$ cat src/rtl/rhps_pkg.sv
// ----------------------------------------------------------------------------
// rhps_pkg
// Shared constants, codes and command/status structs for the rolling hash
// pattern search block.
// ----------------------------------------------------------------------------
package rhps_pkg;

   localparam int PATTERN_MAX_DEF = 64;
   localparam int LEN_W           = 7;
   localparam int HASH_W          = 30;
   localparam int DIGIT_W         = 9;

   localparam logic [HASH_W-1:0]  HASH_MOD  = 30'd1000000007;
   localparam logic [DIGIT_W-1:0] HASH_BASE = 9'd257;
   localparam logic [3:0]         MUL_STEPS = 4'd9;

   // item function codes
   localparam logic [1:0] FUNC_LOAD  = 2'd0;
   localparam logic [1:0] FUNC_TEXT  = 2'd1;
   localparam logic [1:0] FUNC_START = 2'd2;

   // operand set for the modular multiplier
   typedef enum logic [2:0] {
      MUL_SRC_PAT  = 3'd0,
      MUL_SRC_POW  = 3'd1,
      MUL_SRC_REM  = 3'd2,
      MUL_SRC_TEXT = 3'd3,
      MUL_SRC_ROLL = 3'd4
   } mul_src_type;

   typedef struct packed {
      logic        capture;
      logic        pat_write;
      logic        pat_first;
      logic        clear_text;
      logic        mul_start;
      mul_src_type mul_src;
      logic        mul_finish;
      logic        commit;
      logic        ver_start;
      logic        ver_step;
      logic        miss;
      logic        emit;
   } rhps_cmd_type;

   typedef struct packed {
      logic [1:0] func;
      logic       idx_ok;
      logic       idx_zero;
      logic       text_full;
      logic       mul_ready;
      logic       now_full;
      logic       hash_equal;
      logic       ver_done;
      logic       out_free;
   } rhps_sts_type;

endpackage

$ cat src/rtl/rhps_ram.sv
// ----------------------------------------------------------------------------
// rhps_ram
// Generic single write port, single read port RAM with registered read.
// ----------------------------------------------------------------------------
module rhps_ram #(
   parameter int WIDTH = 8,
   parameter int DEPTH = 64
) (
   input  logic                                       clock,
   input  logic                                       we,
   input  logic [((DEPTH > 1) ? $clog2(DEPTH) : 1)-1:0] waddr,
   input  logic [WIDTH-1:0]                           wdata,
   input  logic [((DEPTH > 1) ? $clog2(DEPTH) : 1)-1:0] raddr,
   output logic [WIDTH-1:0]                           rdata
);

   logic [WIDTH-1:0] mem_ff [DEPTH];
   logic [WIDTH-1:0] rdata_ff;

   always_ff @(posedge clock) begin
      if (we) begin
         mem_ff[waddr] <= wdata;
      end
      rdata_ff <= mem_ff[raddr];
   end

   assign rdata = rdata_ff;

endmodule

$ cat src/rtl/rhps_ctrl.sv
// ----------------------------------------------------------------------------
// rhps_ctrl
// Sequencer: decodes each transaction and steps the datapath through hash
// update, ring commit, verification and result hand-off.
// ----------------------------------------------------------------------------
module rhps_ctrl (
   input  logic                  clock,
   input  logic                  reset,
   input  logic                  req_valid,
   output logic                  req_stall,
   input  rhps_pkg::rhps_sts_type sts,
   output rhps_pkg::rhps_cmd_type cmd
);

   typedef enum logic [12:0] {
      ST_IDLE      = 13'b0000000000001,
      ST_DISPATCH  = 13'b0000000000010,
      ST_MUL_PAT   = 13'b0000000000100,
      ST_LOAD_POW  = 13'b0000000001000,
      ST_MUL_POW   = 13'b0000000010000,
      ST_LOAD_REM  = 13'b0000000100000,
      ST_MUL_REM   = 13'b0000001000000,
      ST_LOAD_ROLL = 13'b0000010000000,
      ST_MUL_TEXT  = 13'b0000100000000,
      ST_COMMIT    = 13'b0001000000000,
      ST_VERIFY    = 13'b0010000000000,
      ST_EMIT      = 13'b0100000000000,
      ST_SPARE     = 13'b1000000000000
   } rhps_state_type;

   rhps_state_type state_ff, state_in;

   always_comb begin
      state_in        = state_ff;
      cmd             = '0;
      cmd.mul_src     = rhps_pkg::MUL_SRC_PAT;
      case (state_ff)
         ST_IDLE: begin
            if (req_valid) begin
               cmd.capture = 1'b1;
               state_in    = ST_DISPATCH;
            end
         end
         ST_DISPATCH: begin
            state_in = ST_IDLE;
            case (sts.func)
               rhps_pkg::FUNC_LOAD: begin
                  if (sts.idx_ok) begin
                     cmd.pat_write = 1'b1;
                     if (sts.idx_zero) begin
                        cmd.pat_first = 1'b1;
                     end else begin
                        cmd.mul_start = 1'b1;
                        cmd.mul_src   = rhps_pkg::MUL_SRC_PAT;
                        state_in      = ST_MUL_PAT;
                     end
                  end
               end
               rhps_pkg::FUNC_TEXT: begin
                  if (sts.text_full) begin
                     state_in = ST_LOAD_REM;
                  end else begin
                     cmd.mul_start = 1'b1;
                     cmd.mul_src   = rhps_pkg::MUL_SRC_TEXT;
                     state_in      = ST_MUL_TEXT;
                  end
               end
               rhps_pkg::FUNC_START: begin
                  cmd.clear_text = 1'b1;
               end
               default: begin
                  state_in = ST_IDLE;
               end
            endcase
         end
         ST_MUL_PAT: begin
            if (sts.mul_ready) begin
               cmd.mul_finish = 1'b1;
               state_in       = ST_LOAD_POW;
            end
         end
         ST_LOAD_POW: begin
            cmd.mul_start = 1'b1;
            cmd.mul_src   = rhps_pkg::MUL_SRC_POW;
            state_in      = ST_MUL_POW;
         end
         ST_MUL_POW: begin
            if (sts.mul_ready) begin
               cmd.mul_finish = 1'b1;
               state_in       = ST_IDLE;
            end
         end
         ST_LOAD_REM: begin
            cmd.mul_start = 1'b1;
            cmd.mul_src   = rhps_pkg::MUL_SRC_REM;
            state_in      = ST_MUL_REM;
         end
         ST_MUL_REM: begin
            if (sts.mul_ready) begin
               cmd.mul_finish = 1'b1;
               state_in       = ST_LOAD_ROLL;
            end
         end
         ST_LOAD_ROLL: begin
            cmd.mul_start = 1'b1;
            cmd.mul_src   = rhps_pkg::MUL_SRC_ROLL;
            state_in      = ST_MUL_TEXT;
         end
         ST_MUL_TEXT: begin
            if (sts.mul_ready) begin
               cmd.mul_finish = 1'b1;
               state_in       = ST_COMMIT;
            end
         end
         ST_COMMIT: begin
            cmd.commit = 1'b1;
            if (!sts.now_full) begin
               state_in = ST_IDLE;
            end else if (sts.hash_equal) begin
               cmd.ver_start = 1'b1;
               state_in      = ST_VERIFY;
            end else begin
               cmd.miss = 1'b1;
               state_in = ST_EMIT;
            end
         end
         ST_VERIFY: begin
            cmd.ver_step = 1'b1;
            if (sts.ver_done) begin
               state_in = ST_EMIT;
            end
         end
         ST_EMIT: begin
            if (sts.out_free) begin
               cmd.emit = 1'b1;
               state_in = ST_IDLE;
            end
         end
         default: begin
            state_in = ST_IDLE;
         end
      endcase
   end

   always_ff @(posedge clock) begin
      if (reset) begin
         state_ff <= ST_IDLE;
      end else begin
         state_ff <= state_in;
      end
   end

   assign req_stall = (state_ff != ST_IDLE);

endmodule

$ cat src/rtl/rhps_dp.sv
// ----------------------------------------------------------------------------
// rhps_dp
// Datapath: hash registers, bit-serial modular multiplier, pattern and window
// RAMs, verification walk and result register.
// ----------------------------------------------------------------------------
module rhps_dp #(
   parameter int PATTERN_MAX = rhps_pkg::PATTERN_MAX_DEF
) (
   input  logic                   clock,
   input  logic                   reset,
   input  rhps_pkg::rhps_cmd_type cmd,
   output rhps_pkg::rhps_sts_type sts,
   input  logic [1:0]             req_func,
   input  logic [5:0]             req_index,
   input  logic [7:0]             req_byte_value,
   input  logic                   csr_we,
   input  logic [6:0]             csr_wdata,
   output logic                   rsp_valid,
   input  logic                   rsp_stall,
   output logic                   rsp_match_found,
   output logic [31:0]            rsp_match_position,
   output logic [29:0]            rsp_window_hash
);

   localparam int AW = (PATTERN_MAX > 1) ? $clog2(PATTERN_MAX) : 1;
   localparam int SW = AW + 9;
   localparam int HW = rhps_pkg::HASH_W;
   localparam int LW = rhps_pkg::LEN_W;
   localparam logic [HW:0] MOD_X = {1'b0, rhps_pkg::HASH_MOD};

   // control state
   logic [LW-1:0] len_ff, len_in;
   logic [AW-1:0] ptr_ff, ptr_in;
   logic [31:0]   count_ff, count_in;
   logic [HW-1:0] ph_ff, ph_in, rh_ff, rh_in, tp_ff, tp_in;
   logic [3:0]    cnt_ff, cnt_in;
   logic [LW-1:0] vissue_ff, vissue_in;
   logic          pend_ff, pend_in;
   logic          rsp_valid_ff, rsp_valid_in;

   // payload
   logic [1:0]    func_ff, func_in;
   logic [5:0]    idx_ff, idx_in;
   logic [7:0]    byte_ff, byte_in;
   rhps_pkg::mul_src_type src_ff, src_in;
   logic [HW-1:0] acc_ff, acc_in, ma_ff, ma_in;
   logic [8:0]    mm_ff, mm_in, mc_ff, mc_in;
   logic [AW-1:0] vring_ff, vring_in;
   logic          found_ff, found_in;
   logic          out_found_ff, out_found_in;
   logic [31:0]   out_pos_ff, out_pos_in;
   logic [HW-1:0] out_hash_ff, out_hash_in;

   logic [7:0]    ring_rdata, pat_rdata;
   logic [AW-1:0] ring_raddr, pat_raddr, idx_addr, ptr_next, oldest, vstart;
   logic [SW-1:0] vissue_wide, idx_wide;
   logic [8:0]    digit, old_digit;
   logic [HW:0]   dbl, dbl_red, add, add_red, fin, fin_red, sub, sub_red;
   logic [HW-1:0] fin_val, roll_a;
   logic [31:0]   count_next;

   function automatic logic [AW-1:0] ring_back(input logic [AW-1:0] p,
                                               input logic [LW-1:0] n);
      logic [SW-1:0] s;
      s = SW'(p) + SW'(PATTERN_MAX) - SW'(n);
      if (s >= SW'(PATTERN_MAX)) begin
         s = s - SW'(PATTERN_MAX);
      end
      return s[AW-1:0];
   endfunction

   assign digit     = {1'b0, byte_ff} + 9'd1;
   assign old_digit = {1'b0, ring_rdata} + 9'd1;
   assign ptr_next  = (ptr_ff == AW'(PATTERN_MAX - 1)) ? '0 : ptr_ff + AW'(1);
   assign oldest    = ring_back(ptr_ff, len_ff);
   assign vstart    = ring_back(ptr_next, len_ff);
   assign count_next = (count_ff == 32'hFFFF_FFFF) ? count_ff : count_ff + 32'd1;

   assign vissue_wide = SW'(vissue_ff);
   assign idx_wide    = SW'(idx_ff);
   assign pat_raddr   = vissue_wide[AW-1:0];
   assign idx_addr    = idx_wide[AW-1:0];
   assign ring_raddr  = cmd.ver_step ? vring_ff : oldest;

   // one multiplier step: double, reduce, conditionally add, reduce
   assign dbl     = {acc_ff, 1'b0};
   assign dbl_red = (dbl >= MOD_X) ? dbl - MOD_X : dbl;
   assign add     = dbl_red + {1'b0, ma_ff};
   assign add_red = mm_ff[8] ? ((add >= MOD_X) ? add - MOD_X : add) : dbl_red;
   assign fin     = {1'b0, acc_ff} + (HW + 1)'(mc_ff);
   assign fin_red = (fin >= MOD_X) ? fin - MOD_X : fin;
   assign fin_val = fin_red[HW-1:0];
   // window hash with the oldest byte taken out
   assign sub     = {1'b0, rh_ff} + (MOD_X - {1'b0, acc_ff});
   assign sub_red = (sub >= MOD_X) ? sub - MOD_X : sub;
   assign roll_a  = sub_red[HW-1:0];

   always_comb begin
      len_in       = len_ff;
      ptr_in       = ptr_ff;
      count_in     = count_ff;
      ph_in        = ph_ff;
      rh_in        = rh_ff;
      tp_in        = tp_ff;
      cnt_in       = cnt_ff;
      vissue_in    = vissue_ff;
      pend_in      = pend_ff;
      rsp_valid_in = rsp_valid_ff;
      func_in      = func_ff;
      idx_in       = idx_ff;
      byte_in      = byte_ff;
      src_in       = src_ff;
      acc_in       = acc_ff;
      ma_in        = ma_ff;
      mm_in        = mm_ff;
      mc_in        = mc_ff;
      vring_in     = vring_ff;
      found_in     = found_ff;
      out_found_in = out_found_ff;
      out_pos_in   = out_pos_ff;
      out_hash_in  = out_hash_ff;

      if (csr_we) begin
         if (csr_wdata == '0) begin
            len_in = LW'(1);
         end else if (int'(csr_wdata) > PATTERN_MAX) begin
            len_in = LW'(PATTERN_MAX);
         end else begin
            len_in = csr_wdata;
         end
      end

      if (cmd.capture) begin
         func_in = req_func;
         idx_in  = req_index;
         byte_in = req_byte_value;
      end

      if (cmd.pat_first) begin
         ph_in = HW'(digit);
         tp_in = HW'(1);
      end

      if (cmd.clear_text) begin
         count_in = '0;
         rh_in    = '0;
         ptr_in   = '0;
      end

      if (cmd.mul_start) begin
         src_in = cmd.mul_src;
         cnt_in = rhps_pkg::MUL_STEPS;
         acc_in = '0;
         case (cmd.mul_src)
            rhps_pkg::MUL_SRC_PAT: begin
               ma_in = ph_ff;  mm_in = rhps_pkg::HASH_BASE; mc_in = digit;
            end
            rhps_pkg::MUL_SRC_POW: begin
               ma_in = tp_ff;  mm_in = rhps_pkg::HASH_BASE; mc_in = '0;
            end
            rhps_pkg::MUL_SRC_REM: begin
               ma_in = tp_ff;  mm_in = old_digit;           mc_in = '0;
            end
            rhps_pkg::MUL_SRC_TEXT: begin
               ma_in = rh_ff;  mm_in = rhps_pkg::HASH_BASE; mc_in = digit;
            end
            rhps_pkg::MUL_SRC_ROLL: begin
               ma_in = roll_a; mm_in = rhps_pkg::HASH_BASE; mc_in = digit;
            end
            default: begin
               ma_in = '0;     mm_in = '0;                  mc_in = '0;
            end
         endcase
      end else if (cnt_ff != '0) begin
         acc_in = add_red[HW-1:0];
         mm_in  = {mm_ff[7:0], 1'b0};
         cnt_in = cnt_ff - 4'd1;
      end

      if (cmd.mul_finish) begin
         acc_in = fin_val;
         case (src_ff)
            rhps_pkg::MUL_SRC_PAT:  ph_in = fin_val;
            rhps_pkg::MUL_SRC_POW:  tp_in = fin_val;
            rhps_pkg::MUL_SRC_TEXT: rh_in = fin_val;
            rhps_pkg::MUL_SRC_ROLL: rh_in = fin_val;
            default: ;
         endcase
      end

      if (cmd.commit) begin
         ptr_in   = ptr_next;
         count_in = count_next;
      end

      if (cmd.ver_start) begin
         vissue_in = '0;
         vring_in  = vstart;
         found_in  = 1'b1;
         pend_in   = 1'b0;
      end

      if (cmd.miss) begin
         found_in = 1'b0;
      end

      if (cmd.ver_step) begin
         if (vissue_ff < len_ff) begin
            vissue_in = vissue_ff + LW'(1);
            vring_in  = (vring_ff == AW'(PATTERN_MAX - 1)) ? '0 : vring_ff + AW'(1);
            pend_in   = 1'b1;
         end else begin
            pend_in   = 1'b0;
         end
         if (pend_ff && (ring_rdata != pat_rdata)) begin
            found_in = 1'b0;
         end
      end

      if (cmd.emit) begin
         rsp_valid_in = 1'b1;
         out_found_in = found_ff;
         out_pos_in   = count_ff - 32'(len_ff);
         out_hash_in  = rh_ff;
      end else if (rsp_valid_ff && !rsp_stall) begin
         rsp_valid_in = 1'b0;
      end
   end

   always_ff @(posedge clock) begin
      if (reset) begin
         len_ff       <= LW'(1);
         ptr_ff       <= '0;
         count_ff     <= '0;
         ph_ff        <= '0;
         rh_ff        <= '0;
         tp_ff        <= HW'(1);
         cnt_ff       <= '0;
         vissue_ff    <= '0;
         pend_ff      <= 1'b0;
         rsp_valid_ff <= 1'b0;
      end else begin
         len_ff       <= len_in;
         ptr_ff       <= ptr_in;
         count_ff     <= count_in;
         ph_ff        <= ph_in;
         rh_ff        <= rh_in;
         tp_ff        <= tp_in;
         cnt_ff       <= cnt_in;
         vissue_ff    <= vissue_in;
         pend_ff      <= pend_in;
         rsp_valid_ff <= rsp_valid_in;
      end
   end

   always_ff @(posedge clock) begin
      func_ff      <= func_in;
      idx_ff       <= idx_in;
      byte_ff      <= byte_in;
      src_ff       <= src_in;
      acc_ff       <= acc_in;
      ma_ff        <= ma_in;
      mm_ff        <= mm_in;
      mc_ff        <= mc_in;
      vring_ff     <= vring_in;
      found_ff     <= found_in;
      out_found_ff <= out_found_in;
      out_pos_ff   <= out_pos_in;
      out_hash_ff  <= out_hash_in;
   end

   rhps_ram #(.WIDTH(8), .DEPTH(PATTERN_MAX)) u_pattern_ram (
      .clock (clock),
      .we    (cmd.pat_write),
      .waddr (idx_addr),
      .wdata (byte_ff),
      .raddr (pat_raddr),
      .rdata (pat_rdata)
   );

   rhps_ram #(.WIDTH(8), .DEPTH(PATTERN_MAX)) u_window_ram (
      .clock (clock),
      .we    (cmd.commit),
      .waddr (ptr_ff),
      .wdata (byte_ff),
      .raddr (ring_raddr),
      .rdata (ring_rdata)
   );

   always_comb begin
      sts            = '0;
      sts.func       = func_ff;
      sts.idx_ok     = ({1'b0, idx_ff} < len_ff) && (int'(idx_ff) < PATTERN_MAX);
      sts.idx_zero   = (idx_ff == '0);
      sts.text_full  = (count_ff >= 32'(len_ff));
      sts.mul_ready  = (cnt_ff == '0);
      sts.now_full   = (count_next >= 32'(len_ff));
      sts.hash_equal = (rh_ff == ph_ff);
      sts.ver_done   = (vissue_ff == len_ff) && !pend_ff;
      sts.out_free   = !rsp_valid_ff || !rsp_stall;
   end

   assign rsp_valid          = rsp_valid_ff;
   assign rsp_match_found    = out_found_ff;
   assign rsp_match_position = out_pos_ff;
   assign rsp_window_hash    = out_hash_ff;

endmodule

$ cat src/rtl/rolling_hash_pattern_search.sv
// ----------------------------------------------------------------------------
// rolling_hash_pattern_search
// Rabin-Karp search of a byte stream against a loaded pattern.
// ----------------------------------------------------------------------------
// One transaction is handled at a time; req_stall is high from the cycle after
// acceptance until the sequencer is back in idle. Timing is set by the shared
// bit-serial modular multiplier (9 steps plus one finishing add per product):
// a pattern byte at index 0 and a start transaction skip the multiplier, a
// later pattern byte takes two products, a text byte while the window fills
// one (the byte that fills it goes on to the result hand-off), and a text
// byte on a full window two. A hash hit adds a byte-by-byte verification walk
// through the pattern and window RAMs. The result register lets the next
// transaction in while a result waits on rsp_stall; the sequencer only holds
// if a second result is ready before the first has been taken. Write csr_wdata
// (clamped to 1..PATTERN_MAX) only while the block is idle.
// ----------------------------------------------------------------------------
module rolling_hash_pattern_search #(
   parameter int PATTERN_MAX = rhps_pkg::PATTERN_MAX_DEF
) (
   input  logic        clock,
   input  logic        reset,
   // input transactions
   input  logic        req_valid,
   output logic        req_stall,
   input  logic [1:0]  req_func,
   input  logic [5:0]  req_index,
   input  logic [7:0]  req_byte_value,
   // results
   output logic        rsp_valid,
   input  logic        rsp_stall,
   output logic        rsp_match_found,
   output logic [31:0] rsp_match_position,
   output logic [29:0] rsp_window_hash,
   // pattern length register
   input  logic        csr_we,
   input  logic [6:0]  csr_wdata
);

   rhps_pkg::rhps_cmd_type cmd;
   rhps_pkg::rhps_sts_type sts;

   // sequencer
   rhps_ctrl u_ctrl (
      .clock     (clock),
      .reset     (reset),
      .req_valid (req_valid),
      .req_stall (req_stall),
      .sts       (sts),
      .cmd       (cmd)
   );

   // hash arithmetic, storage and result register
   rhps_dp #(.PATTERN_MAX(PATTERN_MAX)) u_dp (
      .clock              (clock),
      .reset              (reset),
      .cmd                (cmd),
      .sts                (sts),
      .req_func           (req_func),
      .req_index          (req_index),
      .req_byte_value     (req_byte_value),
      .csr_we             (csr_we),
      .csr_wdata          (csr_wdata),
      .rsp_valid          (rsp_valid),
      .rsp_stall          (rsp_stall),
      .rsp_match_found    (rsp_match_found),
      .rsp_match_position (rsp_match_position),
      .rsp_window_hash    (rsp_window_hash)
   );

   // busy straight after an accepted transaction
   assert property (@(posedge clock) disable iff (reset)
      (req_valid && !req_stall) |=> req_stall)
      else $error("accepted transaction did not make the block busy");

   // a reported hash is always fully reduced
   assert property (@(posedge clock) disable iff (reset)
      rsp_valid |-> (rsp_window_hash < rhps_pkg::HASH_MOD))
      else $error("window hash not reduced");

   // a hand-off always lands in the result register
   assert property (@(posedge clock) disable iff (reset)
      cmd.emit |=> rsp_valid)
      else $error("result lost at hand-off");

   // multiplier is never restarted while the verification walk runs
   assert property (@(posedge clock) disable iff (reset)
      !(cmd.mul_start && cmd.ver_step))
      else $error("multiplier started during verification");

endmodule
$ cat config.mk
export PLATFORM = sky130hd
export DESIGN_NAME = rolling_hash_pattern_search
export DESIGN_NICKNAME = d
export VERILOG_FILES = /design/src/rtl/rhps_pkg.sv /design/src/rtl/rhps_ram.sv /design/src/rtl/rhps_ctrl.sv /design/src/rtl/rhps_dp.sv /design/src/rtl/rolling_hash_pattern_search.sv
export SDC_FILE = /design/constraint.sdc
export NUM_CORES = 2
export LEC_CHECK = 0
export BUFFER_PORTS_ARGS = -buffer_cell sky130_fd_sc_hd__buf_2
export CAP_MARGIN = 0
export CORE_UTILIZATION = 68
export DETAILED_ROUTE_END_ITERATION = 6
export PLACE_DENSITY_LB_ADDON = 0.3
export SLEW_MARGIN = 40
export SYNTH_ARGS = -nofsm -noshare
export SYNTH_HDL_FRONTEND = slang
export SYNTH_SLANG_ARGS = --single-unit
$ cat constraint.sdc
create_clock -name clock -period 15.1 [get_ports clock]
set_input_delay 0.755 -clock clock [delete_from_list [all_inputs] [get_ports clock]]
set_output_delay 0.755 -clock clock [all_outputs]
set_load 0.01 [all_outputs]
# After elaboration in Yosys (flattened, before gate mapping)
# Memory sizes are Yosys's and may differ from the RTL's. A register that Yosys moved wholly into a read port is not among the register bits.
# Index checks and enable logic that the tools add are counted.
[op_classes] addsub=22 magnitude_cmp=11 eq_ne=35 muxes=91 reduce_logical=26
[ops] cell="30-bit 2-to-1 mux" count=16
[ops] cell="13-bit one-hot mux with 12 select lines" count=1
[ops] cell="31-bit by 30-bit greater-or-equal comparator with 1-bit output, second input constant" count=4
[ops] cell="30-bit one-hot mux with 4 select lines" count=1
[ops] cell="32-bit 2-to-1 mux" count=3
[ops] cell="13-bit 2-to-1 mux" count=7
[ops] cell="30-bit subtractor, second input constant" count=3
[ops] cell="32-bit by 7-bit greater-or-equal comparator with 1-bit output" count=2
[ops] cell="6-bit 2-to-1 mux" count=10
[ops] cell="7-bit 2-to-1 mux" count=5
[ops] cell="32-bit by 1-bit adder with 32-bit output, second input constant" count=1
[ops] cell="32-bit == test, second input constant" count=1
[ops] cell="32-bit by 7-bit subtractor with 32-bit output" count=1
[ops] cell="30-bit by 31-bit adder with 31-bit output" count=1
[ops] cell="30-bit by 9-bit adder with 31-bit output" count=1
[ops] cell="31-bit by 30-bit adder with 31-bit output" count=1
[ops] cell="31-bit 2-to-1 mux" count=1
[ops] cell="30-bit by 30-bit subtractor with 31-bit output, first input constant" count=1
[ops] cell="31-bit by 30-bit subtractor with 31-bit output, second input constant" count=1
[ops] cell="30-bit == test" count=1
[ops] cell="15-bit by 7-bit greater-or-equal comparator with 1-bit output, second input constant" count=2
[ops] cell="1-bit 2-to-1 mux" count=27
[ops] cell="9-bit 2-to-1 mux" count=3
[ops] cell="13-bit one-hot mux with 2 select lines" count=1
[ops] cell="other kinds (54)" count=90
[totals] register_bits=328 mem_bits_rw=1024 out_inout_bits=65 word_cells=212 mem_count=2
[memory_table] name="u_dp.u_pattern_ram.mem_ff" words=64 word_bits=8 read_ports=1 rd_clocked_by_memory_dff=1 write_ports=1 line="rhps_ram.sv:17" source="logic [WIDTH-1:0] mem_ff [DEPTH];"
[memory_table] name="u_dp.u_window_ram.mem_ff" words=64 word_bits=8 read_ports=1 rd_clocked_by_memory_dff=1 write_ports=1 line="rhps_ram.sv:17"

# Depth between registers and ports, before layout
[logic_depth] depth_word=9 depth_mapped=27 ltp_nobuf=26

# By module
# Synthesis repeated with hierarchy kept, for this count alone.
[hier_totals] hier_cells=4871 area_unflattened_um2=65648.0
[by_module_without_submodules] mod="rhps_ram" n_inst=2 cells_per_inst=940 area_each_um2=20166.8 seq_area_each_um2=15534.9
[by_module_without_submodules] mod="rhps_dp" n_inst=1 cells_per_inst=2879 area_each_um2=24422.2 seq_area_each_um2=7907.6
[by_module_without_submodules] mod="rhps_ctrl" n_inst=1 cells_per_inst=112 area_each_um2=892.1 seq_area_each_um2=240.2

# Worst setup path after synthesis
# Ideal clock, no wire load.
[synth_timing] path_type="register to register" from="reg u_dp.acc_ff[2]" to="reg u_dp.acc_ff[5] (data pin)" t_arrival_ns=5.701 required_time_ns=14.825 slack_ns=9.124 path_stages_with_launch=26 cell_sequence="edfxtp_1 -> inv_1 -> ha_1 -> or3b_2 -> o31a_1 -> o21ai_0 -> a21o_1 -> and2_1 -> clkbuf_1 -> nor2_1 -> xnor2_1 -> ha_1 -> buf_2 -> a21oi_1 -> o21ai_1 -> a221oi_2 -> a2111oi_2 -> o32a_1 -> or4_1 -> o311ai_1 -> nand3_1 -> o21ai_2 -> nand2_1 -> or3b_1 -> xnor2_1 -> o221ai_1"
[synth_between] elab_chain_cells=9
[synth_rtl] element="start: declaration" line="rhps_dp.sv:46" source="logic [HW-1:0] acc_ff, acc_in, ma_ff, ma_in;"
[synth_rtl] element="start signal: assignment" line="rhps_dp.sv:261" source="acc_ff <= acc_in;"
[synth_rtl] element="31-bit by 30-bit subtractor with 31-bit output or 31-bit by 30-bit greater-or-equal comparator with 1-bit output (tied branches)" line="rhps_dp.sv:87" source="assign dbl_red = (dbl >= MOD_X) ? dbl - MOD_X : dbl;"
[synth_rtl] element="31-bit 2-to-1 mux" line="rhps_dp.sv:87"
[synth_rtl] element="31-bit by 30-bit adder with 31-bit output" line="rhps_dp.sv:88" source="assign add = dbl_red + {1'b0, ma_ff};"
[synth_rtl] element="30-bit subtractor or 31-bit by 30-bit greater-or-equal comparator with 1-bit output (tied branches)" line="rhps_dp.sv:89" source="assign add_red = mm_ff[8] ? ((add >= MOD_X) ? add - MOD_X : add) : dbl_red;"
[synth_rtl] element="30-bit 2-to-1 mux (2 in a row)" line="rhps_dp.sv:89"
[synth_rtl] element="30-bit 2-to-1 mux" line="rhps_dp.sv:174" source="end else if (cnt_ff != '0) begin"
[synth_rtl] element="30-bit 2-to-1 mux" line="rhps_dp.sv:150" source="if (cmd.mul_start) begin"
[synth_rtl] element="30-bit 2-to-1 mux *" line="rhps_dp.sv:180" source="if (cmd.mul_finish) begin"
[synth_rtl] element="via u_dp.acc_in[5]" line="rhps_dp.sv:46"
# The timed path passes the listed nets; every way through them passes the cells marked *. The select of a mux whose other input is x is not followed.
# A chain may end at the register's enable or synchronous reset.

# Worst setup path in the final report
# Ends and elaborated chain as after synthesis.

==> run_results.csv <==
group,metric,value,unit
global_routing,grt_max_degree,132,
yosys,ys_seq_area_share,60.3,%
timing,setup_tns,0,ns
route,wire_per_inst,30.3,um
final_layout,fillCellCount,5574,
floorplan,rows,113,
worst_setup_path,timing.rr.end,"u_dp.acc_ff[5]$_DFFE_PP_",
clocking,cts_root_buffer,"clkbuf_16",
worst_setup_path,reg2reg_depth,25,
yosys,async_flop_share,0,%
clocking,postCtsResizedCells,0,
placed_design,post_dp_cell_area,66600,sq um
min_path,whs_endpoint,"u_dp.byte_ff[5]$_DFFE_PP_",
floorplan,die_h,311,um
timing,holdWs,0.178,ns
min_path,hold_start,"req_byte_value[5]",
yosys,synth_top_area_share,54.7,%
global_routing,grt_usage,39.9,%
final_layout,areaGrowthSynthToFinish,9.38,%
yosys,synth_edf_count,1184,
timing,worst_clock_skew,0.0383,ns
placed_design,place_congestion,0.996,
route,ant_nets,0,
clocking,clk_pin_slew,0.06,ns
final_layout,multi_input_area,24400,sq um
final_layout,layout.nets,5244,
outcome,status,"complete, no violations",
yosys,synth_area_leaders,"edfxtp_1 (55%), mux4_2 (5.8%), dfxtp_1 (5.6%)",
worst_setup_path,end_kind,"flop",
clocking,insertion_delay,0.77,ns
yosys,postSynthAreaPerCell,12.8,sq um
floorplan,dieArea,96800,sq um
worst_setup_path,r2r-start,"u_dp.acc_ff[2]$_DFFE_PP_",
power_and_ir_drop,max-vdd-ir-drop,0.000136,V
floorplan,start_util,68.5,%
timing,maxSlewViolCount,0,
power_and_ir_drop,leakage,23.8,nW
global_routing,grt_pass1_vias,43962,
final_layout,seqCellArea,39200,sq um
min_path,hold_path_class,"in -> reg",
final_layout,drive_gt1_share,12.9,%
clocking,cts_buffers,137,
final_layout,instances_no_fill,6439,
worst_setup_path,startpoint_type,"flop",
yosys,syn-num-nets,5246,
route,route.vias.total,45992,
timing,worstMarginPinSlew,1.02,ns
timing,hold_viol,0,
route,drtIter0Drc,5778,
worst_setup_path,worstPathMaxFanout,21,
placed_design,dpl.hpwl,123000,um
worst_setup_path,r2r_slack,6.80,ns
worst_setup_path,crit_arrival,8.76,ns
worst_setup_path,critical_path_class,"reg -> reg",
global_routing,grt_pass1_wl,286000,um
clocking,post_cts_buffers,0,
route,via_per_inst,7.14,
global_routing,antenna_found_initial,8,
floorplan,dieWidth,311,um
route,post-route-drc-count,0,
final_layout,final_area,71100,sq um
yosys,synthCells,5067,
yosys,yosysUniqueCellTypes,114,
run,cap_violations,0,
power_and_ir_drop,powerDensity,183,nW/um^2
timing,fin_crit_sh,54.9,%
yosys,synthFlopType,"edfxtp_1",
timing,fmax,0.121,GHz
clocking,cts_sinks,1367,
yosys,synth-seq-cells,1367,
route,firstDrtPassIters,6,
yosys,yosysTopAreaCell,"edfxtp_1",
global_routing,overflow,0,
clocking,clockBufferDepth,3,
clocking,cts.htree.levels,4,
floorplan,coreArea,94900,sq um
route,finalWirelength,195000,um
clocking,cts_tree,"yes",
min_path,hold_path_depth,1,
placed_design,io_buffer_count,92,
timing,fin_crit,8.30,ns
yosys,syn_area,65000,sq um
timing,setup_viol,0,
timing,rsz0062_at_grt,"false",
worst_setup_path,crit_required,15.57,ns
placed_design,post-place-cells,6189,
floorplan,io_pins,93,
final_layout,finish.utilization,74.9,%
yosys,yosysWarnings,0,
timing,max_slew_margin,32.1,%
clocking,cts_hold_repair.buffers,0,
==> stage by stage <==
stage / power [mW] / worst slack, ns
finish: 13.0 / 6.80
detailed placement: 9.54 / 6.95
CTS: 12.9 / 6.94
global placement: 9.52 / 6.98
global route: 13.5 / 6.37
floorplan: 8.06 / 9.12
==> cell type report <==
class / count / area share, %
well taps: 1265 / 2.23
flip-flops and latches: 1367 / 55.2
clock buffers: 183 / 5.35
diodes: 3 / 0.0106
clock inverters: 62 / 0.736
inverters: 126 / 0.665
repair buffers: 160 / 1.56
multi-input cells: 3273 / 34.3
==> report_power, final <==
group / total (mW) / switching, mW / internal (mW) / leakage, nW
clock: 3.37 / 1.48 / 1.89 / 2.12
combinational: 5.12 / 3.39 / 1.73 / 9.52
sequential: 4.54 / 0.161 / 4.38 / 12.2
total: 13.0 / 5.02 / 8.00 / 23.8
==> flip-flops by register name (all words and copies together), names as in the netlist, 8 cells and up <==
name,cells
u_dp.ma_ff,30
u_dp.u_window_ram.mem_ff,512
u_dp.mc_ff,9
u_dp.mm_ff,9
u_dp.count_ff,32
u_dp.tp_ff,30
u_dp.ph_ff,30
u_dp.byte_ff,8
u_dp.u_window_ram.rdata,8
u_ctrl.state_ff,12
u_dp.u_pattern_ram.rdata,8
u_dp.rsp_match_position,32
u_dp.u_pattern_ram.mem_ff,512
u_dp.rh_ff,30
u_dp.acc_ff,30
u_dp.rsp_window_hash,30
==> worst max-delay path, stage by stage (launching register included) <==
cell and delay, ns:
edfxtp_1 0.46, inv_1 0.12, ha_1 0.16, or3b_2 0.48
o31a_1 0.28, o21ai_0 0.54, a21o_1 0.21, and2_1 0.52
inv_1 0.51, nand2_1 0.21, xnor2_1 0.10, ha_1 0.54
and4_1 0.35, nand2_1 0.08, o2111ai_1 0.49, a21oi_1 0.19
or3_1 0.36, a211oi_2 0.43, nor4b_1 0.38, a21oi_1 0.21
o21ai_2 0.17, buf_4 0.30, nand2_1 0.15, or3b_1 0.41
xnor2_1 0.17, o221ai_1 0.14
==> logic make-up after synthesis <==
| group | count (synthesis) | share of synthesized area (%) |
|---|---|---|
| mux | 250 | 7.09 |
| simple gates | 1385 | 10.5 |
| buf+inv | 427 | 2.60 |
| xor+xnor | 274 | 3.87 |
| fa+ha+maj | 152 | 2.99 |
| flops | 1367 | 60.3 |
| compound gates | 1212 | 12.6 |
==> worst max-delay path by stage <==
stage / to / slack, ns / cells past startpoint / from
floorplan: u_dp.acc_ff[5]$_DFFE_PP_ / 9.12 / 25 / u_dp.acc_ff[2]$_DFFE_PP_
global placement: u_dp.acc_ff[5]$_DFFE_PP_ / 6.98 / 25 / u_dp.acc_ff[2]$_DFFE_PP_
detailed placement: u_dp.acc_ff[5]$_DFFE_PP_ / 6.95 / 25 / u_dp.acc_ff[2]$_DFFE_PP_
CTS: u_dp.acc_ff[5]$_DFFE_PP_ / 6.94 / 25 / u_dp.acc_ff[2]$_DFFE_PP_
global route: u_dp.acc_ff[5]$_DFFE_PP_ / 6.37 / 25 / u_dp.acc_ff[2]$_DFFE_PP_
finish: u_dp.acc_ff[5]$_DFFE_PP_ / 6.80 / 25 / u_dp.acc_ff[2]$_DFFE_PP_
==> per-layer routing <==
layer  vias up  global-route usage [%]  routed length [um]
met5         -                       0                  45
met4         6                    22.4               12100
met3       672                    7.48               19200
met2      3366                    65.3               95300
met1     22547                    50.6               68400
li1      19401                       -                   -
==> cells in the mapped netlist, types with 124 or more instances <==
library cell,number
and2_1,152
nor2_1,374
a211oi_1,266
edfxtp_1,1184
a21oi_1,299
xnor2_1,175
ha_1,145
nand2_1,372
clkbuf_1,215
o21ai_0,180
inv_1,124
mux4_2,168
dfxtp_1,183
==> cells in the final DEF, fill, tap and decap left out, drive strengths merged, types with 134 or more instances in the layout <==
cell    count
mux4      168
a211oi    268
and2      153
dfxtp     183
buf       160
clkbuf    183
a21oi     302
edfxtp   1184
xnor2     187
nand2     373
nor2      376
inv       134
o21ai     205
ha        145
(Power assumes the default switching activity.)
